<file path="src/rtl/laq_pkg.sv">
package laq_pkg;

	// build defaults and fixed field geometry
	localparam int NumPhasesDef  = 3;
	localparam int NumClassesDef = 6;
	localparam int DelayWidthDef = 10;
	localparam int MaxPhases     = 3;
	localparam int MaxClasses    = 6;
	localparam int DelayFieldW   = 10;

	localparam int VoltW   = 20;
	localparam int CurrW   = 20;
	localparam int PowW    = 32;
	localparam int DiW     = 4;
	localparam int DoW     = 2;
	localparam int FlagW   = 18;
	localparam int SumW    = 8;
	localparam int IoW     = 6;
	localparam int KeepPolW = 18;
	localparam int DelayPackW = 60;

	// configuration port geometry and register indexes
	localparam int CfgIdxW  = 3;
	localparam int CfgDataW = 60;

	localparam logic [CfgIdxW-1:0] RegVolOver  = 3'd0;
	localparam logic [CfgIdxW-1:0] RegVolUnder = 3'd1;
	localparam logic [CfgIdxW-1:0] RegCurOver  = 3'd2;
	localparam logic [CfgIdxW-1:0] RegCurUnder = 3'd3;
	localparam logic [CfgIdxW-1:0] RegPowOver  = 3'd4;
	localparam logic [CfgIdxW-1:0] RegPowUnder = 3'd5;
	localparam logic [CfgIdxW-1:0] RegDelay    = 3'd6;
	localparam logic [CfgIdxW-1:0] RegKeepPol  = 3'd7;

	// register reset values
	localparam logic [VoltW-1:0]       VolOverRst  = 20'd26400;
	localparam logic [VoltW-1:0]       VolUnderRst = 20'd17600;
	localparam logic [CurrW-1:0]       CurOverRst  = 20'd100000;
	localparam logic [CurrW-1:0]       CurUnderRst = 20'd0;
	localparam logic [PowW-1:0]        PowOverRst  = 32'h7FFF_FFFF;
	localparam logic [PowW-1:0]        PowUnderRst = 32'h8000_0000;
	localparam logic [DelayPackW-1:0]  DelayRst    = 60'd0;
	localparam logic [KeepPolW-1:0]    KeepPolRst  = 18'd245760;

	typedef struct packed {
		logic [VoltW-1:0]       volt_a;
		logic [VoltW-1:0]       volt_b;
		logic [VoltW-1:0]       volt_c;
		logic [CurrW-1:0]       curr_a;
		logic [CurrW-1:0]       curr_b;
		logic [CurrW-1:0]       curr_c;
		logic signed [PowW-1:0] pow_a;
		logic signed [PowW-1:0] pow_b;
		logic signed [PowW-1:0] pow_c;
		logic [DiW-1:0]         di_pins;
		logic [DoW-1:0]         do_pins;
	} sample_t;

	typedef struct packed {
		logic [FlagW-1:0] raw_limit_flags;
		logic [SumW-1:0]  summary_alarms;
		logic [IoW-1:0]   io_alarms;
		logic [DiW-1:0]   di_active;
	} result_t;

	// per-class control from the compare logic to a qualifier
	typedef struct packed {
		logic step;  // a sample is being retired this cycle
		logic flag;  // any phase of the class violates its limit
		logic keep;  // latch the alarm once set
	} cls_ctl_t;

endpackage

</file>
<file path="src/rtl/limit_alarm_qualifier_core.sv">
// Limit alarm qualifier.
// Sample channel (smp_valid / smp_stall / sample): one request per tick unless stalled,
// carrying three-phase voltage, current and power plus the DI and DO pin levels.
// Result channel (res_valid / res_stall / result): exactly one result per sample,
// in order: raw compare flags, qualified summary alarms, per-pin alarms and the
// polarity-corrected DI levels.
// Config channel (cfg_valid / cfg_ready / cfg_index / cfg_data): cfg_ready is
// always high; write only while no sample is in flight.
// A sample is held in the sample register, then its result is written to the result
// register behind res_valid; unless stalled, throughput is one sample per cycle,
// set by the single compare-and-qualify stage that sits between the sample
// register and the result register.
// When the receiver stalls, a two-entry result buffer (result register plus skid)
// absorbs results; smp_stall rises once the skid entry and the sample register
// are both occupied, and drops again as soon as results drain.
// Reset clears all counters and alarm state and restores the register defaults.
module limit_alarm_qualifier_core #(
	parameter int NUM_PHASES  = laq_pkg::NumPhasesDef,
	parameter int NUM_CLASSES = laq_pkg::NumClassesDef,
	parameter int DELAY_WIDTH = laq_pkg::DelayWidthDef
) (
	input  logic                          clk,
	input  logic                          arst_n,
	input  logic                          smp_valid,
	output logic                          smp_stall,
	input  laq_pkg::sample_t              sample,
	output logic                          res_valid,
	input  logic                          res_stall,
	output laq_pkg::result_t              result,
	input  logic                          cfg_valid,
	output logic                          cfg_ready,
	input  logic [laq_pkg::CfgIdxW-1:0]   cfg_index,
	input  logic [laq_pkg::CfgDataW-1:0]  cfg_data
);
	import laq_pkg::*;

	logic [VoltW-1:0]      vol_over_q;
	logic [VoltW-1:0]      vol_under_q;
	logic [CurrW-1:0]      cur_over_q;
	logic [CurrW-1:0]      cur_under_q;
	logic [PowW-1:0]       pow_over_q;
	logic [PowW-1:0]       pow_under_q;
	logic [DelayPackW-1:0] delay_q;
	logic [KeepPolW-1:0]   keep_pol_q;

	sample_t               smp_s1;
	logic                  vld_s1;
	logic                  adv;

	logic [FlagW-1:0]      flags;
	logic [MaxClasses-1:0] cls_alarm_d;
	logic [DiW-1:0]        di_act;
	logic [IoW-1:0]        io_q;
	logic [IoW-1:0]        io_d;
	logic [1:0]            pin_sum_q;
	logic [1:0]            pin_sum_d;
	logic [SumW-1:0]       skeep;
	logic [IoW-1:0]        iokeep;
	logic [DiW-1:0]        pol;
	result_t               res_d;

	result_t               res_q;
	logic                  res_vld_q;
	result_t               skid_q;
	logic                  skid_vld_q;
	logic                  pop;

	logic [VoltW-1:0]       volt [MaxPhases];
	logic [CurrW-1:0]       curr [MaxPhases];
	logic signed [PowW-1:0] powv [MaxPhases];

	assign cfg_ready = 1'b1;

	// configuration registers
	always_ff @(posedge clk or negedge arst_n) begin
		if (!arst_n) begin
			vol_over_q  <= VolOverRst;
			vol_under_q <= VolUnderRst;
			cur_over_q  <= CurOverRst;
			cur_under_q <= CurUnderRst;
			pow_over_q  <= PowOverRst;
			pow_under_q <= PowUnderRst;
			delay_q     <= DelayRst;
			keep_pol_q  <= KeepPolRst;
		end else if (cfg_valid && cfg_ready) begin
			unique case (cfg_index)
				RegVolOver:  vol_over_q  <= cfg_data[VoltW-1:0];
				RegVolUnder: vol_under_q <= cfg_data[VoltW-1:0];
				RegCurOver:  cur_over_q  <= cfg_data[CurrW-1:0];
				RegCurUnder: cur_under_q <= cfg_data[CurrW-1:0];
				RegPowOver:  pow_over_q  <= cfg_data[PowW-1:0];
				RegPowUnder: pow_under_q <= cfg_data[PowW-1:0];
				RegDelay:    delay_q     <= cfg_data[DelayPackW-1:0];
				RegKeepPol:  keep_pol_q  <= cfg_data[KeepPolW-1:0];
				default: ;
			endcase
		end
	end

	// sample register
	assign smp_stall = vld_s1 && skid_vld_q;
	assign adv       = vld_s1 && !skid_vld_q;

	always_ff @(posedge clk or negedge arst_n) begin
		if (!arst_n) begin
			vld_s1 <= 1'b0;
		end else if (!smp_stall) begin
			vld_s1 <= smp_valid;
		end
	end

	always_ff @(posedge clk) begin
		if (smp_valid && !smp_stall) begin
			smp_s1 <= sample;
		end
	end

	// per-phase views of the sample
	assign volt[0] = smp_s1.volt_a;
	assign volt[1] = smp_s1.volt_b;
	assign volt[2] = smp_s1.volt_c;
	assign curr[0] = smp_s1.curr_a;
	assign curr[1] = smp_s1.curr_b;
	assign curr[2] = smp_s1.curr_c;
	assign powv[0] = smp_s1.pow_a;
	assign powv[1] = smp_s1.pow_b;
	assign powv[2] = smp_s1.pow_c;

	// limit compares, bit 3*class+phase
	always_comb begin
		logic [MaxClasses-1:0] cmp;
		flags = '0;
		cmp   = '0;
		for (int p = 0; p < MaxPhases; p++) begin
			if (p < NUM_PHASES) begin
				cmp[0] = volt[p] > vol_over_q;
				cmp[1] = volt[p] < vol_under_q;
				cmp[2] = curr[p] > cur_over_q;
				cmp[3] = curr[p] < cur_under_q;
				cmp[4] = powv[p] > $signed(pow_over_q);
				cmp[5] = powv[p] < $signed(pow_under_q);
				for (int k = 0; k < MaxClasses; k++) begin
					if (k < NUM_CLASSES) begin
						flags[3*k+p] = cmp[k];
					end
				end
			end
		end
	end

	// class qualifiers
	for (genvar k = 0; k < MaxClasses; k++) begin : g_cls
		if (k < NUM_CLASSES) begin : g_on
			cls_ctl_t ctl;
			assign ctl.step = adv;
			assign ctl.flag = |flags[3*k +: 3];
			assign ctl.keep = skeep[k];
			laq_class_qual #(
				.DELAY_WIDTH (DELAY_WIDTH)
			) u_qual (
				.clk     (clk),
				.arst_n  (arst_n),
				.ctl     (ctl),
				.delay   (delay_q[DelayFieldW*k +: DelayFieldW]),
				.alarm_d (cls_alarm_d[k])
			);
		end else begin : g_off
			assign cls_alarm_d[k] = 1'b0;
		end
	end

	// digital pin alarms with keep latching
	assign skeep  = keep_pol_q[7:0];
	assign iokeep = keep_pol_q[13:8];
	assign pol    = keep_pol_q[17:14];
	assign di_act = ~(smp_s1.di_pins ^ pol);

	assign io_d = {smp_s1.do_pins, di_act} | (iokeep & io_q);
	assign pin_sum_d[0] = (|di_act) | (skeep[6] & pin_sum_q[0]);
	assign pin_sum_d[1] = (|smp_s1.do_pins) | (skeep[7] & pin_sum_q[1]);

	always_ff @(posedge clk or negedge arst_n) begin
		if (!arst_n) begin
			io_q      <= '0;
			pin_sum_q <= '0;
		end else if (adv) begin
			io_q      <= io_d;
			pin_sum_q <= pin_sum_d;
		end
	end

	always_comb begin
		res_d.raw_limit_flags = flags;
		res_d.summary_alarms  = {pin_sum_d, cls_alarm_d};
		res_d.io_alarms       = io_d;
		res_d.di_active       = di_act;
	end

	// result register with skid entry
	assign pop = res_vld_q && !res_stall;

	always_ff @(posedge clk or negedge arst_n) begin
		if (!arst_n) begin
			res_vld_q  <= 1'b0;
			skid_vld_q <= 1'b0;
		end else if (skid_vld_q) begin
			if (pop) begin
				skid_vld_q <= 1'b0;
			end
		end else if (adv) begin
			if (res_vld_q && !pop) begin
				skid_vld_q <= 1'b1;
			end
			res_vld_q <= 1'b1;
		end else if (pop) begin
			res_vld_q <= 1'b0;
		end
	end

	always_ff @(posedge clk) begin
		if (skid_vld_q) begin
			if (pop) begin
				res_q <= skid_q;
			end
		end else if (adv) begin
			if (res_vld_q && !pop) begin
				skid_q <= res_d;
			end else begin
				res_q <= res_d;
			end
		end
	end

	assign res_valid = res_vld_q;
	assign result    = res_q;

endmodule

</file>
<file path="src/rtl/laq_class_qual.sv">
module laq_class_qual #(
	parameter int DELAY_WIDTH = laq_pkg::DelayWidthDef
) (
	input  logic                             clk,
	input  logic                             arst_n,
	input  laq_pkg::cls_ctl_t                ctl,
	input  logic [laq_pkg::DelayFieldW-1:0]  delay,
	output logic                             alarm_d
);
	import laq_pkg::*;

	localparam int DlyExtW = (DELAY_WIDTH > DelayFieldW) ? DELAY_WIDTH : DelayFieldW;
	localparam logic [DELAY_WIDTH-1:0] CntMax = {DELAY_WIDTH{1'b1}};
	localparam logic [DlyExtW-1:0] CntMaxExt = DlyExtW'(CntMax);

	logic [DELAY_WIDTH-1:0] cnt_q;
	logic [DELAY_WIDTH-1:0] cnt_d;
	logic                   alarm_q;
	logic [DlyExtW-1:0]     dly_ext;
	logic [DELAY_WIDTH-1:0] dly;

	// delay field clipped to what the counter can reach
	assign dly_ext = DlyExtW'(delay);
	assign dly     = (dly_ext > CntMaxExt) ? CntMax : dly_ext[DELAY_WIDTH-1:0];

	// integrating counter: up while flagged, down while clear
	always_comb begin
		cnt_d   = cnt_q;
		alarm_d = alarm_q;
		if (ctl.flag) begin
			if (cnt_q >= dly) begin
				alarm_d = 1'b1;
				cnt_d   = dly;
			end else begin
				cnt_d = cnt_q + 1'b1;
			end
		end else if (cnt_q == '0) begin
			if (!ctl.keep) begin
				alarm_d = 1'b0;
			end
		end else begin
			cnt_d = cnt_q - 1'b1;
		end
	end

	always_ff @(posedge clk or negedge arst_n) begin
		if (!arst_n) begin
			cnt_q   <= '0;
			alarm_q <= 1'b0;
		end else if (ctl.step) begin
			cnt_q   <= cnt_d;
			alarm_q <= alarm_d;
		end
	end

endmodule
</file>
<file path="config.mk">
export PLATFORM = sky130hd
export DESIGN_NAME = limit_alarm_qualifier_core
export DESIGN_NICKNAME = d
export VERILOG_FILES = /design/src/rtl/laq_pkg.sv /design/src/rtl/limit_alarm_qualifier_core.sv /design/src/rtl/laq_class_qual.sv
export SDC_FILE = /design/constraint.sdc
export NUM_CORES = 2
export LEC_CHECK = 0
export BUFFER_PORTS_ARGS = -buffer_cell sky130_fd_sc_hd__buf_2
export CAP_MARGIN = 20
export CORE_ASPECT_RATIO = 0.75
export CORE_MARGIN = 2
export CORE_UTILIZATION = 30
export CTS_CLUSTER_DIAMETER = 40
export DETAILED_ROUTE_END_ITERATION = 8
export GPL_TIMING_DRIVEN = 1
export HOLD_SLACK_MARGIN = 0.05
export SYNTH_ARGS = -nofsm -noshare
export SYNTH_HDL_FRONTEND = slang
export SYNTH_SLANG_ARGS = --single-unit
</file>
<file path="constraint.sdc">
create_clock -name clk -period 30.1 [get_ports clk]
set_input_delay 1.505 -clock clk [delete_from_list [all_inputs] [get_ports clk]]
set_output_delay 1.505 -clock clk [all_outputs]
set_load 0.01 [all_outputs]
</file>
=== Word-level counts from Yosys, hierarchy flattened ===
Index checks and enable logic that the tools add are counted.

* Shift operators: 0
* Bitwise logic cells: 9
* Add/sub/neg operators: 12
* Reduce and logical (&&, ||, !) cells: 43
* Equal/unequal tests: 15
* Divide/modulo/power cells: 0
* $lt $le $gt $ge: 30
* Muxes and demuxes: 58
* $mul: 0

{| class="wikitable"
|+ Operators by type and width
! kind !! number
|-
| two-way mux 10 bit || 24
|-
| two-way mux 36 bit || 4
|-
| greater-than comparator 20 bit || 6
|-
| less-than comparator 20 bit || 6
|-
| greater-than comparator 32 bit || 3
|-
| less-than comparator 32 bit || 3
|-
| adder 10 x 1 -> 10 bit, second input constant || 6
|-
| greater-or-equal comparator 10 bit || 6
|-
| greater-than comparator 10 bit, second input constant || 6
|-
| zero test 10 bit || 6
|-
| subtractor 10 x 1 -> 10 bit, second input constant || 6
|-
| two-way mux 1 bit || 30
|-
| AND reduction 2 bit || 15
|-
| OR reduction 3 bit || 6
|-
| != test 2 bit, second input constant || 7
|-
| equality test 3 bit, second input constant || 4
|-
| bitwise AND 6 bit || 1
|-
| equality test 3 x 2 -> 1 bit, second input constant || 2
|-
| OR 6 bit || 1
|-
| AND reduction 3 bit || 2
|-
| logical AND 1 bit || 5
|-
| zero test 1 bit || 4
|-
| NOT 4 bit || 1
|-
| nonzero test 2 bit || 2
|-
| 9 further kinds || 11
|}

* RAM bits: 0
* Input bits: 290
* Bits in latches: 0
* Register bits after elaboration: 593
* Memories kept: 0
* ROM bits: 0

=== Depth between registers and ports, before layout ===
* Depth after elaboration: 8
* Mapped depth: 14
* Mapped depth without buffers: 12

=== Cells and area by module ===
Synthesis repeated with hierarchy kept, for this count alone.

* Cell total of the unflattened synthesis: 3,164
* Area, all modules: 34,998.6 um^2

{| class="wikitable"
|+ By module, submodules not included
! module !! sequential area each (um^2) !! area each (um^2) !! cells an instance !! instances
|-
| limit_alarm_qualifier_core || 14,724.1 || 27,619.0 || 2,204 || 1
|-
| laq_class_qual || 275.3 || 1,229.9 || 160 || 6
|}

=== Worst setup path before layout ===
Ideal clock, no wire load.

* Kind: in2reg
* Start point: input port smp_valid
* End point: register smp_s1 (netlist bit curr[0]) (enable)
* Path buffers: 0
* Stages: 1
* Path slack: 18,198 ps
* Setup time: 833 ps
* Data required time: 29,267 ps
* Arrival time: 11,068 ps
* Cells stage by stage: nor2b_1

* Cells in the longest elaborated chain, start to end: 1

{| class="wikitable"
|+ RTL lines
! element !! RTL line !! source
|-
| start, declared || limit_alarm_qualifier_core.sv:24 || <nowiki>input logic smp_valid,</nowiki>
|-
| logical AND 1 bit || limit_alarm_qualifier_core.sv:113 || <nowiki>if (smp_valid && !smp_stall) begin</nowiki>
|-
| end signal, assigned || limit_alarm_qualifier_core.sv:114 || <nowiki>smp_s1 <= sample;</nowiki>
|-
| end, declared || limit_alarm_qualifier_core.sv:46 || <nowiki>sample_t smp_s1;</nowiki>
|}

No other way between the ends.
A chain may end at the register's enable or synchronous reset.

=== Worst setup path after layout ===
* Start point: register pow_under_q[31]
* End point: register g_cls[5].g_on.u_qual.cnt_q[6]

* Cells in the longest elaborated chain, start to end: 4

{| class="wikitable"
|+ RTL lines
! element !! RTL line !! source
|-
| start, declared || limit_alarm_qualifier_core.sv:42 || <nowiki>logic [PowW-1:0] pow_under_q;</nowiki>
|-
| start signal, assigned || limit_alarm_qualifier_core.sv:82 || <nowiki>pow_under_q <= PowUnderRst;</nowiki>
|-
| start signal, assigned || limit_alarm_qualifier_core.sv:92 || <nowiki>RegPowUnder: pow_under_q <= cfg_data[PowW-1:0];</nowiki>
|-
| less-than comparator 32 bit * || limit_alarm_qualifier_core.sv:141 || <nowiki>cmp[5] = powv[p] < $signed(pow_under_q);</nowiki>
|-
| via flags[16] || limit_alarm_qualifier_core.sv:50 || <nowiki>logic [FlagW-1:0] flags;</nowiki>
|-
| OR reduction 3 bit * || limit_alarm_qualifier_core.sv:156 || <nowiki>assign ctl.flag = |flags[3*k +: 3];</nowiki>
|-
| != test 2 bit (no line) || n/a ||
|-
| AND reduction 2 bit (no line) || n/a ||
|-
| end signal, assigned || laq_class_qual.sv:51 || <nowiki>cnt_q <= cnt_d;</nowiki>
|-
| end, declared || laq_class_qual.sv:16 || <nowiki>logic [DELAY_WIDTH-1:0] cnt_q;</nowiki>
|}

The timed path passes the listed nets; every way through them passes the cells marked *.

==> flow_summary.html <==
<table>
<tr><th>Metric</th><th>Value</th></tr>
<tr><th colspan="2">Outcome</th></tr>
<tr><td>Status</td><td>finished clean</td></tr>
<tr><th colspan="2">GRT</th></tr>
<tr><td>Total track usage</td><td>0.174</td></tr>
<tr><td>Pin count of the biggest net entering global routing</td><td>76</td></tr>
<tr><td>Vias in the first global route</td><td>24800</td></tr>
<tr><td>Remaining global-route overflow</td><td>0</td></tr>
<tr><td>First-pass GRT wire length</td><td>156000 um</td></tr>
<tr><td>Initial antenna violation count</td><td>21</td></tr>
<tr><th colspan="2">Floorplan</th></tr>
<tr><td>CORE AREA</td><td>115000 um^2</td></tr>
<tr><td>Top-Level Pins</td><td>329</td></tr>
<tr><td>Starting Density</td><td>0.301</td></tr>
<tr><td>Number of placement rows</td><td>108</td></tr>
<tr><td>Die extent in x</td><td>397 um</td></tr>
<tr><td>Vertical die dimension</td><td>298 um</td></tr>
<tr><td>DIE AREA</td><td>118000 um^2</td></tr>
<tr><th colspan="2">Cells and area</th></tr>
<tr><td>Register Area</td><td>16400 um^2</td></tr>
<tr><td>Count of filler cells inserted in the layout</td><td>11400</td></tr>
<tr><td>Commonest non-fill, non-tap cell in the layout</td><td>sky130_fd_sc_hd__ha_1</td></tr>
<tr><td>Most used cells in the layout excluding fill and tap cells</td><td>sky130_fd_sc_hd__ha_1 (501), sky130_fd_sc_hd__buf_2 (326), sky130_fd_sc_hd__edfxtp_1 (294), sky130_fd_sc_hd__nand2_1 (265), sky130_fd_sc_hd__inv_1 (250)</td></tr>
<tr><td>Fraction of final layout cells with drive strength greater than 1</td><td>0.218</td></tr>
<tr><td>Final net count</td><td>4319</td></tr>
<tr><td>Final standard cell count with taps included and fillers excluded</td><td>5164</td></tr>
<tr><td>Total area of multi-input combinational cells</td><td>17000 um^2</td></tr>
<tr><td>Relative area change from synthesis to final layout</td><td>20.5%</td></tr>
<tr><th colspan="2">Worst setup path</th></tr>
<tr><td>Internal reg-to-reg setup slack</td><td>25.66 ns</td></tr>
<tr><td>Crit end category</td><td>register</td></tr>
<tr><td>Required time worst endpoint</td><td>30.69 ns</td></tr>
<tr><td>Crit start category</td><td>register</td></tr>
<tr><td>Critical-path cell with the highest stage delay</td><td>sky130_fd_sc_hd__or3_1</td></tr>
<tr><td>Top cell family by delay on the critical path</td><td>compound AO/OA/AOI/OAI gates</td></tr>
<tr><td>Buffers and inverters on the worst path</td><td>1</td></tr>
<tr><td>Top fanout value on the critical path</td><td>29</td></tr>
<tr><td>Critical path's largest stage delay</td><td>0.84 ns</td></tr>
<tr><td>Cell breakdown of the critical path</td><td>inv_1 &gt; ha_1 &gt; nand4_1 &gt; nor2_1 &gt; o2111ai_1 &gt; o211ai_2 &gt; mux2i_2 &gt; or3_1 &gt; o21a_1 &gt; o21ai_0 &gt; a22o_1</td></tr>
<tr><td>Category of the critical setup timing path</td><td>reg -&gt; reg</td></tr>
<tr><td>Worst path arrival time</td><td>5.03 ns</td></tr>
<tr><th colspan="2">STA</th></tr>
<tr><td>Fin. Hold Viols</td><td>0</td></tr>
<tr><td>Setup TNS</td><td>0 ns</td></tr>
<tr><td>Final-report setup violation count</td><td>0</td></tr>
<tr><td>Max-slew headroom</td><td>0.246</td></tr>
<tr><td>Unrepaired setup endpoints after global routing</td><td>no</td></tr>
<tr><td>Slew at the pin with the worst max-slew slack</td><td>1.13 ns</td></tr>
<tr><td>Maximum clock frequency</td><td>225 MHz</td></tr>
<tr><td>Post-route minimum period</td><td>4.44 ns</td></tr>
<tr><td>Number of pins exceeding their max-slew limit in the final report</td><td>0</td></tr>
<tr><td>Minimum hold slack</td><td>0.488 ns</td></tr>
<tr><td>Clk_skew</td><td>0.0608 ns</td></tr>
<tr><td>Period Utilization, post-route</td><td>0.148</td></tr>
<tr><th colspan="2">Drt</th></tr>
<tr><td>Detailed-route wire length per cell</td><td>20.1 um</td></tr>
<tr><td>Drt first pass iters</td><td>5</td></tr>
<tr><td>Wirelength, routed</td><td>104000 um</td></tr>
<tr><td>Vias</td><td>25700</td></tr>
<tr><td>Antenna-violating nets left</td><td>0</td></tr>
<tr><td>Number of design rule violations left after detail routing</td><td>0</td></tr>
<tr><td>Ratio of routed vias to standard cells</td><td>4.98</td></tr>
<tr><td>Violation count after the first detailed-routing iteration</td><td>1626</td></tr>
<tr><th colspan="2">Clocking</th></tr>
<tr><td>Clk Tree Root Cell</td><td>sky130_fd_sc_hd__clkbuf_16</td></tr>
<tr><td>TritonCTS clock tree</td><td>built</td></tr>
<tr><td>TritonCTS buffer count</td><td>106</td></tr>
<tr><td>Clock-pin slew on the worst setup and hold paths</td><td>0.06 ns</td></tr>
<tr><td># clock sinks</td><td>593</td></tr>
<tr><td>Number of buffers on the longest clock path</td><td>3</td></tr>
<tr><td>Number of cells upsized or downsized after cts</td><td>0</td></tr>
<tr><td>CTS Hold Bufs</td><td>0</td></tr>
<tr><td>CTS H-tree lvls</td><td>3</td></tr>
<tr><td>Clock insertion delay at the later pin of the skew report</td><td>0.72 ns</td></tr>
<tr><td>Post-CTS setup buffer count</td><td>0</td></tr>
<tr><th colspan="2">Power and ir drop</th></tr>
<tr><td>Power Density</td><td>90.9 nW/um^2</td></tr>
<tr><td>Total power</td><td>3.80 mW</td></tr>
<tr><td>Highest ir drop seen on vdd</td><td>0.0000509 V</td></tr>
<tr><td>Static leakage power</td><td>18.5 nW</td></tr>
<tr><th colspan="2">Synth</th></tr>
<tr><td>Post-synthesis sequential element count</td><td>593</td></tr>
<tr><td>Count of different cell masters after synthesis</td><td>87</td></tr>
<tr><td>Mapped Nets</td><td>3954</td></tr>
<tr><td>Synthesized instance count</td><td>3163</td></tr>
<tr><td>FFs w/ async S/R, synth</td><td>0.504</td></tr>
<tr><td>Mean cell area of the mapped netlist</td><td>11.0 um^2</td></tr>
<tr><td>Area share of the largest cell type after synthesis</td><td>0.254</td></tr>
<tr><td>Sequential-to-total area share from yosys stat</td><td>0.472</td></tr>
<tr><td>Largest area contributor in the synthesized netlist</td><td>sky130_fd_sc_hd__edfxtp_1</td></tr>
<tr><td>Synth top area cells</td><td>sky130_fd_sc_hd__edfxtp_1 (25%), sky130_fd_sc_hd__ha_1 (18%), sky130_fd_sc_hd__dfrtp_1 (18%)</td></tr>
<tr><td>Synthesis Warnings</td><td>0</td></tr>
<tr><td>Post-synthesis cell area</td><td>34700 um^2</td></tr>
<tr><td>Prevailing post-synth register cell</td><td>sky130_fd_sc_hd__edfxtp_1</td></tr>
<tr><td>Number of synthesized flops with an enable pin</td><td>294</td></tr>
<tr><th colspan="2">Place</th></tr>
<tr><td>Global placer's final weighted congestion</td><td>0.892</td></tr>
<tr><td>HPWL Detailed</td><td>77100 um</td></tr>
<tr><td>Port buffer count</td><td>327</td></tr>
<tr><td>Post-placement cell count</td><td>4958</td></tr>
<tr><th colspan="2">Job</th></tr>
<tr><td>Maximum Capacitance Violations</td><td>0</td></tr>
<tr><th colspan="2">Worst hold path</th></tr>
<tr><td>Path type of the worst min-delay path</td><td>reg -&gt; reg</td></tr>
</table>
-- state kept, by name, indices dropped and copies added, names as in the netlist, 32 cells and up --
name	cells
smp_s1	66
result	36
pow_over_q	32
g_cls.g_on.u_qual.cnt_q	60
delay_q	60
curr	60
pow_under_q	32
powv	96
skid_q	36
-- metrics by stage --
step | area (um^2) | worst slack [ns] | utilization
final | 41800 | 25.66 | 0.363
after global routing | 41800 | 25.35 | 0.363
after CTS | 41800 | 25.73 | 0.363
after detailed placement | 38100 | 25.67 | 0.331
after global placement | 38100 | 25.70 | 0.331
after floorplan | 34700 | 18.20 | -
-- per-layer routing --
layer  GRT usage  up-vias  share of wire
met2       0.253      721           0.42
met3      0.0423      154          0.066
met5           0        -        0.00069
met4      0.0470       12          0.024
li1            -    12500              -
met1       0.257    12400           0.49
-- cells in the mapped netlist, types with 21 or more instances --
cell and count:
sky130_fd_sc_hd__a21o_1 117, sky130_fd_sc_hd__a21oi_1 198, sky130_fd_sc_hd__nor4_1 21, sky130_fd_sc_hd__and3_1 30
sky130_fd_sc_hd__dfrtp_1 247, sky130_fd_sc_hd__nor2_1 123, sky130_fd_sc_hd__nand2_1 265, sky130_fd_sc_hd__a211oi_1 27
sky130_fd_sc_hd__clkbuf_1 84, sky130_fd_sc_hd__mux2_2 159, sky130_fd_sc_hd__nand3_1 61, sky130_fd_sc_hd__nand4_1 86
sky130_fd_sc_hd__o21ai_0 229, sky130_fd_sc_hd__nor2b_1 24, sky130_fd_sc_hd__nand2b_1 25, sky130_fd_sc_hd__nor3_1 47
sky130_fd_sc_hd__dfstp_2 52, sky130_fd_sc_hd__ha_1 501, sky130_fd_sc_hd__edfxtp_1 294, sky130_fd_sc_hd__inv_1 250
-- layout make-up --
type,instances,share of cell area
multi-input cells,2217,0.406
flip-flops and latches,593,0.392
clock buffers,123,0.0672
well taps,1540,0.0461
repair buffers,360,0.0457
inverters,250,0.0224
clock inverters,79,0.0205
diodes,2,0.000120
-- cell families (layout without fill, tap and decap cells) --
| logic type | count (synthesis) | in the layout | synth area share |
|---|---|---|---|
| buffers and inverters | 353 | 812 | 0.0396 |
| adder cells (fa/ha/maj) | 501 | 501 | 0.181 |
| other | 1 | 3 | 0.000108 |
| AO/OA/AOI/OAI | 748 | 748 | 0.135 |
| XOR/XNOR | 32 | 32 | 0.00808 |
| flip-flops | 593 | 593 | 0.472 |
| multiplexers | 179 | 179 | 0.0575 |
| AND/OR/NAND/NOR | 756 | 756 | 0.107 |
-- worst reg2reg max path: cells and delay by family (launching register included) --
family	cells	cell delay, ns
multiplexers	1	0.40
adder cells (fa/ha/maj)	1	0.36
AO/OA/AOI/OAI	5	1.59
AND/OR/NAND/NOR	3	1.40
flip-flops	1	0.52
buffers and inverters	1	0.07
-- power breakdown --
part / switching [mW] / internal, mW
Sequential: 0.180 / 1.10
Combinational: 0.784 / 0.517
Clock: 0.493 / 0.723
-- worst paths after layout --
| check | from | to | cells after the start |
|---|---|---|---|
| worst max-delay path | pow_under_q[31] | g_cls[5].g_on.u_qual.cnt_q[6] | 11 |
| worst min-delay path | pin_sum_q[1] | pin_sum_q[1] | 2 |
| worst max register to register | pow_under_q[31] | g_cls[5].g_on.u_qual.cnt_q[6] | 11 |
| worst min register to register | pin_sum_q[1] | pin_sum_q[1] | 2 |
| max in group asynchronous | arst_n | vol_over_q[10] | 3 |
| min in group asynchronous | arst_n | cur_under_q[4] | 1 |
(Power assumes the default switching activity.)
